--- src/hdl/dsrsg_pkg.sv ---
`timescale 1ns / 1ps
package dsrsg_pkg;
  localparam int unsigned PeriodWidth   = 20;
  localparam int unsigned VelocityWidth = 17;
  localparam int unsigned RateWidth     = 20;
  localparam int unsigned DivWidth      = 21;
  localparam int unsigned DivCountWidth = 5;
  localparam int unsigned CfgIdxWidth   = 3;
  localparam int unsigned CfgDataWidth  = 20;

  localparam logic [CfgIdxWidth-1:0] RegMaxVelocity  = 3'd0;
  localparam logic [CfgIdxWidth-1:0] RegStepRate     = 3'd1;
  localparam logic [CfgIdxWidth-1:0] RegAccelStep    = 3'd2;
  localparam logic [CfgIdxWidth-1:0] RegRampDivider  = 3'd3;
  localparam logic [CfgIdxWidth-1:0] RegDirSetup     = 3'd4;
  localparam logic [CfgIdxWidth-1:0] RegPanInvert    = 3'd5;
  localparam logic [CfgIdxWidth-1:0] RegTiltInvert   = 3'd6;

  typedef struct packed {
    logic [15:0]           max_velocity;
    logic [RateWidth-1:0]  step_rate;
    logic [9:0]            accel_step;
    logic [15:0]           ramp_divider;
    logic [7:0]            setup_hold;
    logic                  pan_invert;
    logic                  tilt_invert;
  } cfg_t;

  typedef struct packed {
    logic tick;
    logic div_start;
    logic div_step;
    logic finish;
  } cmd_t;

  typedef struct packed {
    logic ramp_due;
  } status_t;

  typedef enum logic [3:0] {
    StIdle = 4'b0001,
    StDiv  = 4'b0010,
    StFin  = 4'b0100,
    StOut  = 4'b1000
  } state_e;
endpackage

--- src/hdl/dsrsg_ctrl.sv ---
`timescale 1ns / 1ps
module dsrsg_ctrl (
  input  logic                clk_i,
  input  logic                rst_ni,
  input  logic                in_valid_i,
  input  logic                out_ready_i,
  input  dsrsg_pkg::status_t  status_i,
  output dsrsg_pkg::cmd_t     cmd_o,
  output logic                in_ready_o,
  output logic                out_valid_o
);
  dsrsg_pkg::state_e state_q, state_d;
  logic [dsrsg_pkg::DivCountWidth-1:0] cnt_q, cnt_d;

  always_comb begin
    state_d = state_q;
    cnt_d = cnt_q;
    cmd_o = '0;
    in_ready_o = 1'b0;
    out_valid_o = 1'b0;
    case (state_q)
      dsrsg_pkg::StIdle: begin
        in_ready_o = 1'b1;
        if (in_valid_i) begin
          cmd_o.tick = 1'b1;
          if (status_i.ramp_due) begin
            cmd_o.div_start = 1'b1;
            cnt_d = '0;
            state_d = dsrsg_pkg::StDiv;
          end else begin
            state_d = dsrsg_pkg::StOut;
          end
        end
      end
      dsrsg_pkg::StDiv: begin
        cmd_o.div_step = 1'b1;
        cnt_d = cnt_q + 1'b1;
        if (cnt_q == dsrsg_pkg::DivCountWidth'(dsrsg_pkg::DivWidth - 1)) begin
          state_d = dsrsg_pkg::StFin;
        end
      end
      dsrsg_pkg::StFin: begin
        cmd_o.finish = 1'b1;
        state_d = dsrsg_pkg::StOut;
      end
      dsrsg_pkg::StOut: begin
        out_valid_o = 1'b1;
        if (out_ready_i) begin
          state_d = dsrsg_pkg::StIdle;
        end
      end
      default: state_d = dsrsg_pkg::StIdle;
    endcase
  end

  always_ff @(posedge clk_i or negedge rst_ni) begin
    if (!rst_ni) begin
      state_q <= dsrsg_pkg::StIdle;
      cnt_q <= '0;
    end else begin
      state_q <= state_d;
      cnt_q <= cnt_d;
    end
  end

  assert property (@(posedge clk_i) disable iff (!rst_ni)
    cmd_o.div_start |=> state_q == dsrsg_pkg::StDiv)
    else $error("divider not started");
  assert property (@(posedge clk_i) disable iff (!rst_ni)
    state_q == dsrsg_pkg::StFin |=> out_valid_o)
    else $error("result not shown after finish");
  assert property (@(posedge clk_i) disable iff (!rst_ni)
    !(in_ready_o && out_valid_o))
    else $error("accept while result pending");
endmodule

--- src/hdl/dsrsg_axis.sv ---
`timescale 1ns / 1ps
module dsrsg_axis (
  input  logic                                    clk_i,
  input  logic                                    rst_ni,
  input  dsrsg_pkg::cmd_t                         cmd_i,
  input  logic                                    ramp_i,
  input  logic                                    stop_i,
  input  logic signed [dsrsg_pkg::VelocityWidth-1:0] target_i,
  input  logic                                    invert_i,
  input  dsrsg_pkg::cfg_t                         cfg_i,
  output logic                                    step_o,
  output logic                                    dir_o,
  output logic signed [dsrsg_pkg::VelocityWidth-1:0] speed_o
);
  localparam int unsigned VW = dsrsg_pkg::VelocityWidth;
  localparam int unsigned PW = dsrsg_pkg::PeriodWidth;
  localparam int unsigned DW = dsrsg_pkg::DivWidth;

  logic [PW-1:0] period_q, period_d, phase_q, phase_d;
  logic signed [VW-1:0] speed_q, speed_d;
  logic [7:0] hold_q, hold_d;
  logic dir_q, dir_d, step_q, step_d;
  logic upd_q, upd_d;
  logic [DW-1:0] num_q, num_d, rem_q, rem_d;
  logic [VW-1:0] mag_q, mag_d;
  logic [DW:0] trial;

  logic signed [VW+1:0] cur, tgt, diff, stp, nxt, lim, acc;
  logic [PW-1:0] ph0, p_new;
  logic [7:0] h0;
  logic s0, dnew;

  assign trial = {rem_q, num_q[DW-1]} - {1'b0, {(DW-VW){1'b0}}, mag_q};

  always_comb begin
    period_d = period_q; phase_d = phase_q; speed_d = speed_q;
    hold_d = hold_q; dir_d = dir_q; step_d = step_q; upd_d = upd_q;
    num_d = num_q; rem_d = rem_q; mag_d = mag_q;
    cur = '0; tgt = '0; diff = '0; stp = '0; nxt = '0; lim = '0; acc = '0;
    ph0 = phase_q; h0 = hold_q; s0 = step_q; dnew = 1'b0; p_new = '0;
    if (cmd_i.tick) begin
      upd_d = 1'b0;
      if (stop_i) begin
        speed_d = '0;
        period_d = '0;
        s0 = 1'b0;
      end
      if (hold_q != 8'd0) begin
        h0 = hold_q - 8'd1;
        s0 = 1'b0;
      end else if (period_d != '0) begin
        if (phase_q == PW'(0)) s0 = 1'b1;
        else if (phase_q == PW'(1)) s0 = 1'b0;
        ph0 = (phase_q + PW'(1) >= period_d) ? '0 : phase_q + PW'(1);
      end
      hold_d = h0; step_d = s0; phase_d = ph0;
      if (ramp_i) begin
        cur = (VW+2)'(speed_d);
        tgt = stop_i ? '0 : (VW+2)'(target_i);
        if ((cur > 0 && tgt < 0) || (cur < 0 && tgt > 0)) tgt = '0;
        if (cur != tgt) begin
          lim = (VW+2)'({1'b0, cfg_i.max_velocity});
          acc = (VW+2)'({1'b0, cfg_i.accel_step});
          diff = tgt - cur;
          stp = (diff > 0) ? acc : -acc;
          if ((diff > 0 && stp > diff) || (diff < 0 && stp < diff)) stp = diff;
          nxt = cur + stp;
          if ((cur > 0 && nxt < 0) || (cur < 0 && nxt > 0)) nxt = '0;
          if (nxt > lim) nxt = lim;
          if (nxt < -lim) nxt = -lim;
          speed_d = VW'(nxt);
          if (nxt == 0) begin
            period_d = '0; phase_d = '0; step_d = 1'b0;
          end else begin
            dnew = (nxt > 0) ^ invert_i;
            if (dnew != dir_q) begin
              step_d = 1'b0; phase_d = '0; hold_d = cfg_i.setup_hold;
            end
            dir_d = dnew;
            mag_d = VW'((nxt > 0) ? nxt : -nxt);
            upd_d = 1'b1;
          end
        end
      end
    end
    if (cmd_i.div_start) begin
      num_d = DW'(cfg_i.step_rate) + DW'(mag_d >> 1);
      rem_d = '0;
    end
    if (cmd_i.div_step) begin
      if (!trial[DW]) rem_d = trial[DW-1:0];
      else rem_d = {rem_q[DW-2:0], num_q[DW-1]};
      num_d = {num_q[DW-2:0], !trial[DW]};
    end
    if (cmd_i.finish && upd_q) begin
      p_new = (num_q < DW'(2)) ? PW'(2) : PW'(num_q);
      period_d = p_new;
      if (phase_q >= p_new) phase_d = '0;
    end
  end

  always_ff @(posedge clk_i or negedge rst_ni) begin
    if (!rst_ni) begin
      period_q <= '0; phase_q <= '0; speed_q <= '0;
      hold_q <= '0; dir_q <= 1'b0; step_q <= 1'b0; upd_q <= 1'b0;
    end else begin
      period_q <= period_d; phase_q <= phase_d; speed_q <= speed_d;
      hold_q <= hold_d; dir_q <= dir_d; step_q <= step_d; upd_q <= upd_d;
    end
  end

  always_ff @(posedge clk_i) begin
    num_q <= num_d; rem_q <= rem_d; mag_q <= mag_d;
  end

  assign step_o = step_q;
  assign dir_o = dir_q;
  assign speed_o = speed_q;

  assert property (@(posedge clk_i) disable iff (!rst_ni)
    speed_q == '0 |-> period_q == '0)
    else $error("period live at zero speed");
  assert property (@(posedge clk_i) disable iff (!rst_ni)
    hold_q != 8'd0 |-> !step_q)
    else $error("step high during hold");
  assert property (@(posedge clk_i) disable iff (!rst_ni)
    period_q != '0 |-> phase_q < period_q)
    else $error("phase beyond period");
endmodule

--- src/hdl/dsrsg_datapath.sv ---
`timescale 1ns / 1ps
module dsrsg_datapath (
  input  logic                                     clk_i,
  input  logic                                     rst_ni,
  input  dsrsg_pkg::cmd_t                          cmd_i,
  output dsrsg_pkg::status_t                       status_o,
  input  logic                                     cfg_we_i,
  input  logic [dsrsg_pkg::CfgIdxWidth-1:0]        cfg_idx_i,
  input  logic [dsrsg_pkg::CfgDataWidth-1:0]       cfg_data_i,
  input  logic [39:0]                              in_data_i,
  output logic [39:0]                              out_data_o
);
  localparam int unsigned VW = dsrsg_pkg::VelocityWidth;
  dsrsg_pkg::cfg_t cfg_q;
  logic [15:0] ramp_q, ramp_inc;
  logic ramp_q_due, ramp_hit_q;
  logic p_step, p_dir, t_step, t_dir;
  logic signed [VW-1:0] p_vel, t_vel, p_tgt, t_tgt;
  logic stop;

  assign p_tgt = in_data_i[VW-1:0];
  assign t_tgt = in_data_i[2*VW-1:VW];
  assign stop = in_data_i[2*VW];
  assign ramp_inc = ramp_q + 16'd1;
  assign ramp_q_due = ramp_inc >= cfg_q.ramp_divider;
  assign status_o.ramp_due = ramp_q_due;

  always_ff @(posedge clk_i or negedge rst_ni) begin
    if (!rst_ni) begin
      cfg_q.max_velocity <= 16'd20000;
      cfg_q.step_rate <= 20'd100000;
      cfg_q.accel_step <= 10'd1;
      cfg_q.ramp_divider <= 16'd20;
      cfg_q.setup_hold <= 8'd5;
      cfg_q.pan_invert <= 1'b0;
      cfg_q.tilt_invert <= 1'b1;
      ramp_q <= '0;
      ramp_hit_q <= 1'b0;
    end else begin
      if (cfg_we_i) begin
        case (cfg_idx_i)
          dsrsg_pkg::RegMaxVelocity: cfg_q.max_velocity <= cfg_data_i[15:0];
          dsrsg_pkg::RegStepRate: cfg_q.step_rate <= cfg_data_i;
          dsrsg_pkg::RegAccelStep: cfg_q.accel_step <= cfg_data_i[9:0];
          dsrsg_pkg::RegRampDivider: cfg_q.ramp_divider <= cfg_data_i[15:0];
          dsrsg_pkg::RegDirSetup: cfg_q.setup_hold <= cfg_data_i[7:0];
          dsrsg_pkg::RegPanInvert: cfg_q.pan_invert <= cfg_data_i[0];
          dsrsg_pkg::RegTiltInvert: cfg_q.tilt_invert <= cfg_data_i[0];
          default: ;
        endcase
      end
      if (cmd_i.tick) begin
        ramp_q <= ramp_q_due ? 16'd0 : ramp_inc;
        ramp_hit_q <= ramp_q_due;
      end
    end
  end

  dsrsg_axis u_pan (
    .clk_i, .rst_ni, .cmd_i, .ramp_i(ramp_q_due), .stop_i(stop), .target_i(p_tgt),
    .invert_i(cfg_q.pan_invert), .cfg_i(cfg_q), .step_o(p_step), .dir_o(p_dir),
    .speed_o(p_vel));
  dsrsg_axis u_tilt (
    .clk_i, .rst_ni, .cmd_i, .ramp_i(ramp_q_due), .stop_i(stop), .target_i(t_tgt),
    .invert_i(cfg_q.tilt_invert), .cfg_i(cfg_q), .step_o(t_step), .dir_o(t_dir),
    .speed_o(t_vel));

  assign out_data_o = {2'b00, t_vel, p_vel, t_dir, t_step, p_dir, p_step};

  assert property (@(posedge clk_i) disable iff (!rst_ni)
    cmd_i.div_start |-> cmd_i.tick && ramp_q_due)
    else $error("divide without ramp tick");
  assert property (@(posedge clk_i) disable iff (!rst_ni)
    cmd_i.div_start |=> ramp_hit_q && ramp_q == 16'd0)
    else $error("ramp count not cleared");
  assert property (@(posedge clk_i) disable iff (!rst_ni)
    cmd_i.tick && stop |=> p_vel == '0 || ramp_hit_q)
    else $error("hard stop ignored");
endmodule

--- src/hdl/dual_stepper_ramp_step_generator.sv ---
`timescale 1ns / 1ps
// Channel  Dir  Payload
// s_axis   in   tdata: pan_target[16:0], tilt_target[33:17], hard_stop[34]
// m_axis   out  tdata: pan_step, pan_dir, tilt_step, tilt_dir, pan_vel, tilt_vel
// cfg      in   cfg_we_i, cfg_idx_i, cfg_data_i
// A tick with no ramp update goes straight to the result; a ramp tick first
// runs the 21-step restoring divider in each axis unit, both run at once.
// One tick is in flight; s_axis_tready drops until the result transfers.
// Reset is asynchronous; it clears all state but the divider registers and loads register defaults.
module dual_stepper_ramp_step_generator (
  input  logic        clk_i,
  input  logic        rst_ni,
  input  logic        s_axis_tvalid,
  output logic        s_axis_tready,
  input  logic [39:0] s_axis_tdata,  // pan_target, tilt_target, hard_stop
  output logic        m_axis_tvalid,
  input  logic        m_axis_tready,
  output logic [39:0] m_axis_tdata,  // pan_step, pan_dir, tilt_step, tilt_dir,
                                     // pan_velocity, tilt_velocity
  input  logic        cfg_we_i,
  input  logic [2:0]  cfg_idx_i,
  input  logic [19:0] cfg_data_i
);
  dsrsg_pkg::cmd_t cmd;
  dsrsg_pkg::status_t status;

  dsrsg_ctrl u_ctrl (
    .clk_i, .rst_ni, .in_valid_i(s_axis_tvalid), .out_ready_i(m_axis_tready),
    .status_i(status), .cmd_o(cmd), .in_ready_o(s_axis_tready),
    .out_valid_o(m_axis_tvalid));

  dsrsg_datapath u_dp (
    .clk_i, .rst_ni, .cmd_i(cmd), .status_o(status), .cfg_we_i, .cfg_idx_i,
    .cfg_data_i, .in_data_i(s_axis_tdata), .out_data_o(m_axis_tdata));
endmodule

--- config.mk ---
export PLATFORM = sky130hd
export DESIGN_NAME = dual_stepper_ramp_step_generator
export DESIGN_NICKNAME = d
export VERILOG_FILES = /design/src/hdl/dsrsg_pkg.sv /design/src/hdl/dsrsg_ctrl.sv /design/src/hdl/dsrsg_axis.sv /design/src/hdl/dsrsg_datapath.sv /design/src/hdl/dual_stepper_ramp_step_generator.sv
export SDC_FILE = /design/constraint.sdc
export NUM_CORES = 2
export LEC_CHECK = 0
export BUFFER_PORTS_ARGS = -buffer_cell sky130_fd_sc_hd__buf_2
export CAP_MARGIN = 20
export CORE_UTILIZATION = 55
export DETAILED_ROUTE_END_ITERATION = 7
export PLACE_DENSITY = 0.72
export SETUP_SLACK_MARGIN = 0.2
export SLEW_MARGIN = 20
export SYNTH_ARGS = -nofsm -noshare
export SYNTH_HDL_FRONTEND = slang
export SYNTH_HIERARCHICAL = 1
export SYNTH_SLANG_ARGS = --single-unit
--- constraint.sdc ---
create_clock -name clk_i -period 27.4 [get_ports clk_i]
set_clock_uncertainty 0.05 [all_clocks]
set_input_delay 2.74 -clock clk_i [delete_from_list [all_inputs] [get_ports clk_i]]
set_output_delay 2.74 -clock clk_i [all_outputs]
set_load 0.1 [all_outputs]
After elaboration in Yosys (flattened, before gate mapping)
Cells that the tools add are included.
Word-level totals
  output and inout port bits: 42
  bits of input ports: 68
  word-level logic and storage cells: 309
  register bits: 351
Cells by class
  order comparisons: 33
  $add $sub $neg: 18
  mux-type cells: 155
  bitwise gates (word level): 4
  equal/unequal tests: 21
  reduce and logical (&&, ||, !) cells: 46
Operator list (number)
  $mux W19: 42
  $mux W20: 36
  $mux W17: 18
  $mux W21: 9
  $gt A19 B1 Y1 const B: 8
  $lt A19 B1 Y1 const B: 6
  $ge A20 B20 Y1: 4
  $mux W8: 10
  $lt A19 B19 Y1: 4
  $logic_not A32 Y1: 2
  $sub A22 B17 Y22: 2
  $add A20 B16 Y21: 2
  $lt A21 B2 Y1 const B: 2
  $add A20 B1 Y20 const B: 2
  $eq A20 B1 Y1 const B: 2
  $logic_not A20 Y1: 2
  $reduce_bool A20 Y1: 2
  $add A17 B19 Y19: 2
  $gt A19 B17 Y1: 2
  $gt A19 B19 Y1: 2
  $ne A17 B19 Y1: 2
  $sub A19 B17 Y19: 2
  $gt A17 B1 Y1 const B: 2
  $lt A17 B1 Y1 const B: 2
  other kinds (36): 110

Logic depth before layout (Yosys ltp)
  word-level depth: 50
  gate-level depth with buffers: 105
  gate-level depth less buffers: 92

Modules after synthesis
Netlist, hierarchy kept.
Modules (own cells, without submodules)
  dsrsg_axis (u_dp.u_tilt): cells each 1785, seq. area each 3313.2 um^2, instances 1, area an instance 14164.8 um^2
  dsrsg_axis (u_dp.u_pan): cells each 1823, seq. area each 3313.2 um^2, instances 1, area an instance 14101.0 um^2
  dsrsg_datapath: cells each 321, seq. area each 2223.4 um^2, instances 1, area an instance 4112.7 um^2
  dsrsg_ctrl: cells each 49, seq. area each 226.5 um^2, instances 1, area an instance 538.0 um^2

Worst setup path after synthesis
Ideal clock, no wire load.
  path kind: input to register
  from: input s_axis_tdata[34]
  to: register u_dp.u_pan.num_q[15], data pin
  data arrival time: 22131 ps
  stages: 97
  library setup time: 256 ps
  data required time: 27094 ps
  setup slack: 4964 ps
  path buffers: 12
  cell sequence: inv_1 -> clkbuf_1 -> nand2_1 -> inv_1 -> nor4_1 -> a41o_1 -> a21oi_1 -> nor2_1 -> clkbuf_1 -> nand2_1 -> ha_1 -> inv_1 -> fa_1 -> a21o_1 -> a221o_1 -> or4_1 -> nand4_2 -> o2111ai_2 -> [... 61 more ...] -> clkbuf_1 -> o21ai_0 -> ha_1 -> a21o_1 -> a21oi_1 -> o21bai_1 -> a21oi_1 -> o21bai_1 -> a21oi_1 -> o21bai_1 -> a21oi_1 -> o21bai_1 -> a21oi_1 -> o21ai_0 -> o211a_1 -> o21a_1 -> or3_1 -> a31o_2
On the way
  cells in the longest elaborated chain, start to end: 45
  elaborated cells on any way between the ends: 58
  those cells by class: 4 x add/sub; 13 x order compare; 1 x eq/ne; 30 x mux; 10 x reduce/logical
Ends and longest elaborated chain
  from (decl): line dual_stepper_ramp_step_generator.sv:15  | input logic [39:0] s_axis_tdata,
  $mux W17: line dsrsg_axis.sv:43  | if (stop_i) begin
  $mux W17: line dsrsg_axis.sv:41  | if (cmd_i.tick) begin
  $gt A17 B1 Y1 / $lt A17 B1 Y1 (equally long branches): line dsrsg_axis.sv:60, dsrsg_axis.sv:68
  $logic_and A1 B1 Y1: line dsrsg_axis.sv:60  | if ((cur > 0 && tgt < 0) || (cur < 0 && tgt > 0)) tgt = '0;
  $logic_or A1 B1 Y1: line dsrsg_axis.sv:60
  $mux W19: line dsrsg_axis.sv:60
  $mux W19: line dsrsg_axis.sv:57  | if (ramp_i) begin
  $mux W19: line dsrsg_axis.sv:41
  [... 31 more ...]
  $mux W17 *: line dsrsg_axis.sv:61  | if (cur != tgt) begin
  $mux W17 *: line dsrsg_axis.sv:57
  $mux W17 *: line dsrsg_axis.sv:41
  net u_dp.u_pan.mag_d[2]: line dsrsg_axis.sv:25  | logic [VW-1:0] mag_q, mag_d;
  $add A20 B16 Y21 *: line dsrsg_axis.sv:87  | num_d = DW'(cfg_i.step_rate) + DW'(mag_d >> 1);
  $mux W21 *: line dsrsg_axis.sv:86  | if (cmd_i.div_start) begin
  $mux W21 *: line dsrsg_axis.sv:90  | if (cmd_i.div_step) begin
  net u_dp.u_pan.num_d[15]: line dsrsg_axis.sv:24  | logic [DW-1:0] num_q, num_d, rem_q, rem_d;
  to (signal assigned): line dsrsg_axis.sv:113  | num_q <= num_d; rem_q <= rem_d; mag_q <= mag_d;
  to (decl): line dsrsg_axis.sv:24
The timed path passes the listed nets; every way through them passes the cells marked *. The select of a mux whose other input is x is not followed.
A chain may end at the register's enable or synchronous reset.

Final worst setup path
  from: input s_axis_tdata[34]
  to: register u_dp.u_pan.num_q[16], data pin
The elaborated chain is that of the path after synthesis.

==> metrics.yaml <==
yosys.cell_types.count: 127
dieArea_um2: 60800
layout_commonest_cell: "nand2_1"
worst_pin_slew_ns: 1.07
grt_pass1_vias: 27500
worstPathMaxFanout: 43
cts_sinks: 351
grt_util_all_layers: 0.309
hold_violations: 0
yosys_warnings: 6
critPathTopFamily: "compound AO/OA/AOI/OAI gates"
synth_area_um2: 32900
ioPinCount: 110
rows: 89
cp-end-kind: "flop"
setup_violations: 0
clock.fmax_mhz: 39.8
period_minus_slack_ns: 25.15
drt-wirelength-per-cell_um: 19.8
cts_tree: "yes"
routed_wl_um: 95200
cpPeakStageDelay_ns: 0.71
max-cap-violations: 0
cp_num_cells: 94
critPathMostFrequentCell: "a21oi_1"
path_clk_slew_ns: 0.06
synthArstFlopShare: 0.664
grt_pass1_wl_um: 150000
fin_nets: 4441
clockRootBuffer: "clkbuf_16"
yosysSeqAreaShare: 0.276
slew_viol_final: 0
worstPathArrival_ns: 25.39
crit_type: "in2reg"
core_um2: 59100
maxSlewHeadroom: 0.286
dp_slack_ns: 1.95
rsz0062_at_grt: "false"
violations: "DRC"
hold_depth: 1
numCtsBuffers: 40
cp_slowest_cell: "o311ai_1"
critical_path_required_ns: 27.63
grt_overflow: 0
tns_ns: 0
gp_congestion: 1.01
final_area_um2: 35400
insertion_delay_ns: 0.57
ctsHoldBuffers: 0
most-common-layout-cells: "410 x nand2_1, 357 x ha_1, 327 x inv_1, 268 x nor2_1, 259 x o21ai_0"
vias: 29700
hp-class: "reg2reg"
status: "complete, but fails checks"
postSynthAreaPerCell_um2: 8.27
startpoint_type: "input port"
die_h_um: 247
drt_iter0_drc: 2252
dpl.hpwl_um: 73500
syn_inst: 3978
htreeDepth: 2
antenna_found_initial: 2
timing.final.ws_setup_ns: 2.25
ant_nets: 0
grt_start_max_net_pins: 99
cts_buffer_depth: 3
die_w_um: 247
final_min_period_over_clock_period: 0.918
synth_flop_cell: "dfrtp_1"
syn2layout_area_growth_pct: 7.62
fillCellCount: 5306
viasPerCell: 6.17
start_util: 0.557
crit_buf_inv: 13
io_buffers: 102
reg2reg_depth: 90
drcViolationCount: 16
ys_seq_elements: 351
drive_gt1_frac: 0.0998
synth-edff-count: 86
dr.pass1.iters: 8
place_area_um2: 34000
## path summary, 6_finish.rpt
kind,start,endpoint,slack [ns]
min in group asynchronous,rst_ni,u_ctrl/cnt_q[2],2.16
setup reg to reg,u_dp/u_pan/speed_o[13],u_dp/u_pan/num_q[16],4.82
max in group asynchronous,rst_ni,u_dp/u_pan/speed_o[11],22.88
hold / removal,u_dp/cfg_q[13],u_dp/cfg_q[13],0.45
hold reg to reg,u_dp/cfg_q[13],u_dp/cfg_q[13],0.45
setup / recovery,s_axis_tdata[34],u_dp/u_pan/num_q[16],2.25
## per-stage QoR
stage | utilization | hold slack (ns) | cells
finish | 0.599 | 0.454 | 4815
global route | 0.599 | 0.470 | 4813
detailed placement | 0.575 | 0.439 | 4739
floorplan | - | 0.400 | 3979
global placement | 0.575 | 0.425 | 4739
CTS | 0.599 | 0.453 | 4813
## worst register-to-register path: cells and delay by family, from the launching register on
| kind | cells | cell delay, ns |
|---|---|---|
| AO/OA/AOI/OAI | 49 | 12.34 |
| XOR/XNOR | 2 | 0.40 |
| adder cells (fa/ha/maj) | 9 | 2.68 |
| buffers and inverters | 9 | 2.13 |
| flip-flops | 1 | 0.45 |
| AND/OR/NAND/NOR | 21 | 4.23 |
## logic make-up (layout without fill, tap and decap cells)
| kind of cell | after synthesis | in the layout | share of synthesized area |
|---|---|---|---|
| buffers and inverters | 478 | 539 | 0.0583 |
| XOR/XNOR | 189 | 189 | 0.0507 |
| AND/OR/NAND/NOR | 1354 | 1354 | 0.206 |
| AO/OA/AOI/OAI | 1109 | 1109 | 0.224 |
| adder cells (fa/ha/maj) | 365 | 365 | 0.141 |
| flip-flops | 351 | 351 | 0.276 |
| other | 1 | 4 | 0.000114 |
| multiplexers | 131 | 131 | 0.0442 |
## layer usage
layer  wire [um]  track usage  vias up  part of all wire
li1            -            -    14500                 -
met1       42800        0.424    14000              0.45
met2       42800        0.492      955              0.45
met3        5390       0.0337      214             0.057
met4        4220        0.133        0             0.044
met5           0            0        -                 0
## area by class of cell
type,count,area (um2),area share
antenna,2,5.00,0.000141
inverter,332,1250,0.0352
clock inverter,17,183,0.00516
sequential,351,9080,0.256
tap,773,967,0.0273
multi-input combinational,3150,22000,0.621
clock buffer,57,1210,0.0342
timing repair buffer,133,753,0.0213
## flip-flops by register name (all words and copies together), names as in the netlist, 4 cells and up
register,flops
u_dp/cfg_q,72
u_dp/u_pan/num_q,21
u_dp/u_pan/rem_q,21
u_dp/u_tilt/num_q,21
u_dp/u_tilt/rem_q,21
u_dp/u_pan/period_q,20
u_dp/u_pan/phase_q,20
u_dp/u_tilt/period_q,20
u_dp/u_tilt/phase_q,20
u_dp/u_pan/mag_q,17
u_dp/u_pan/speed_o,17
u_dp/u_tilt/mag_q,17
u_dp/u_tilt/speed_o,17
u_dp/ramp_q,16
u_dp/u_pan/hold_q,8
u_dp/u_tilt/hold_q,8
u_ctrl/cnt_q,5
u_ctrl/state_q,4
## cells in the mapped netlist, drive strengths merged (38+ instances only)
library cell / number / area, um2
nand2: 412 / 1560
ha: 357 / 4470
inv: 331 / 1240
o21ai: 293 / 1480
nor2: 269 / 1010
a21oi: 256 / 1290
dfrtp: 215 / 5380
xnor2: 133 / 1160
nand3: 125 / 653
clkbuf: 98 / 369
a21o: 95 / 713
mux2: 90 / 1020
edfxtp: 86 / 2580
nor3: 84 / 435
nand4: 66 / 434
and2: 59 / 370
xor2: 55 / 482
nor4: 53 / 347
and3: 48 / 305
buf: 48 / 303
nand2b: 48 / 300
nor2b: 48 / 300
a22o: 47 / 412
o211ai: 47 / 353
a211oi: 44 / 340
o21a: 42 / 315
mux2i: 41 / 430
or3: 38 / 243
## what timing repair did
item,4_1_cts,5_1_grt
endpoints found under the hold margin,0,0
buffers inserted,0,0
gates resized for setup,0,1
setup endpoints to repair,0,6
Power is left out: the tool's default activity adds up to more than one toggle a clock period on the data nets, which glitch-free logic cannot reach.
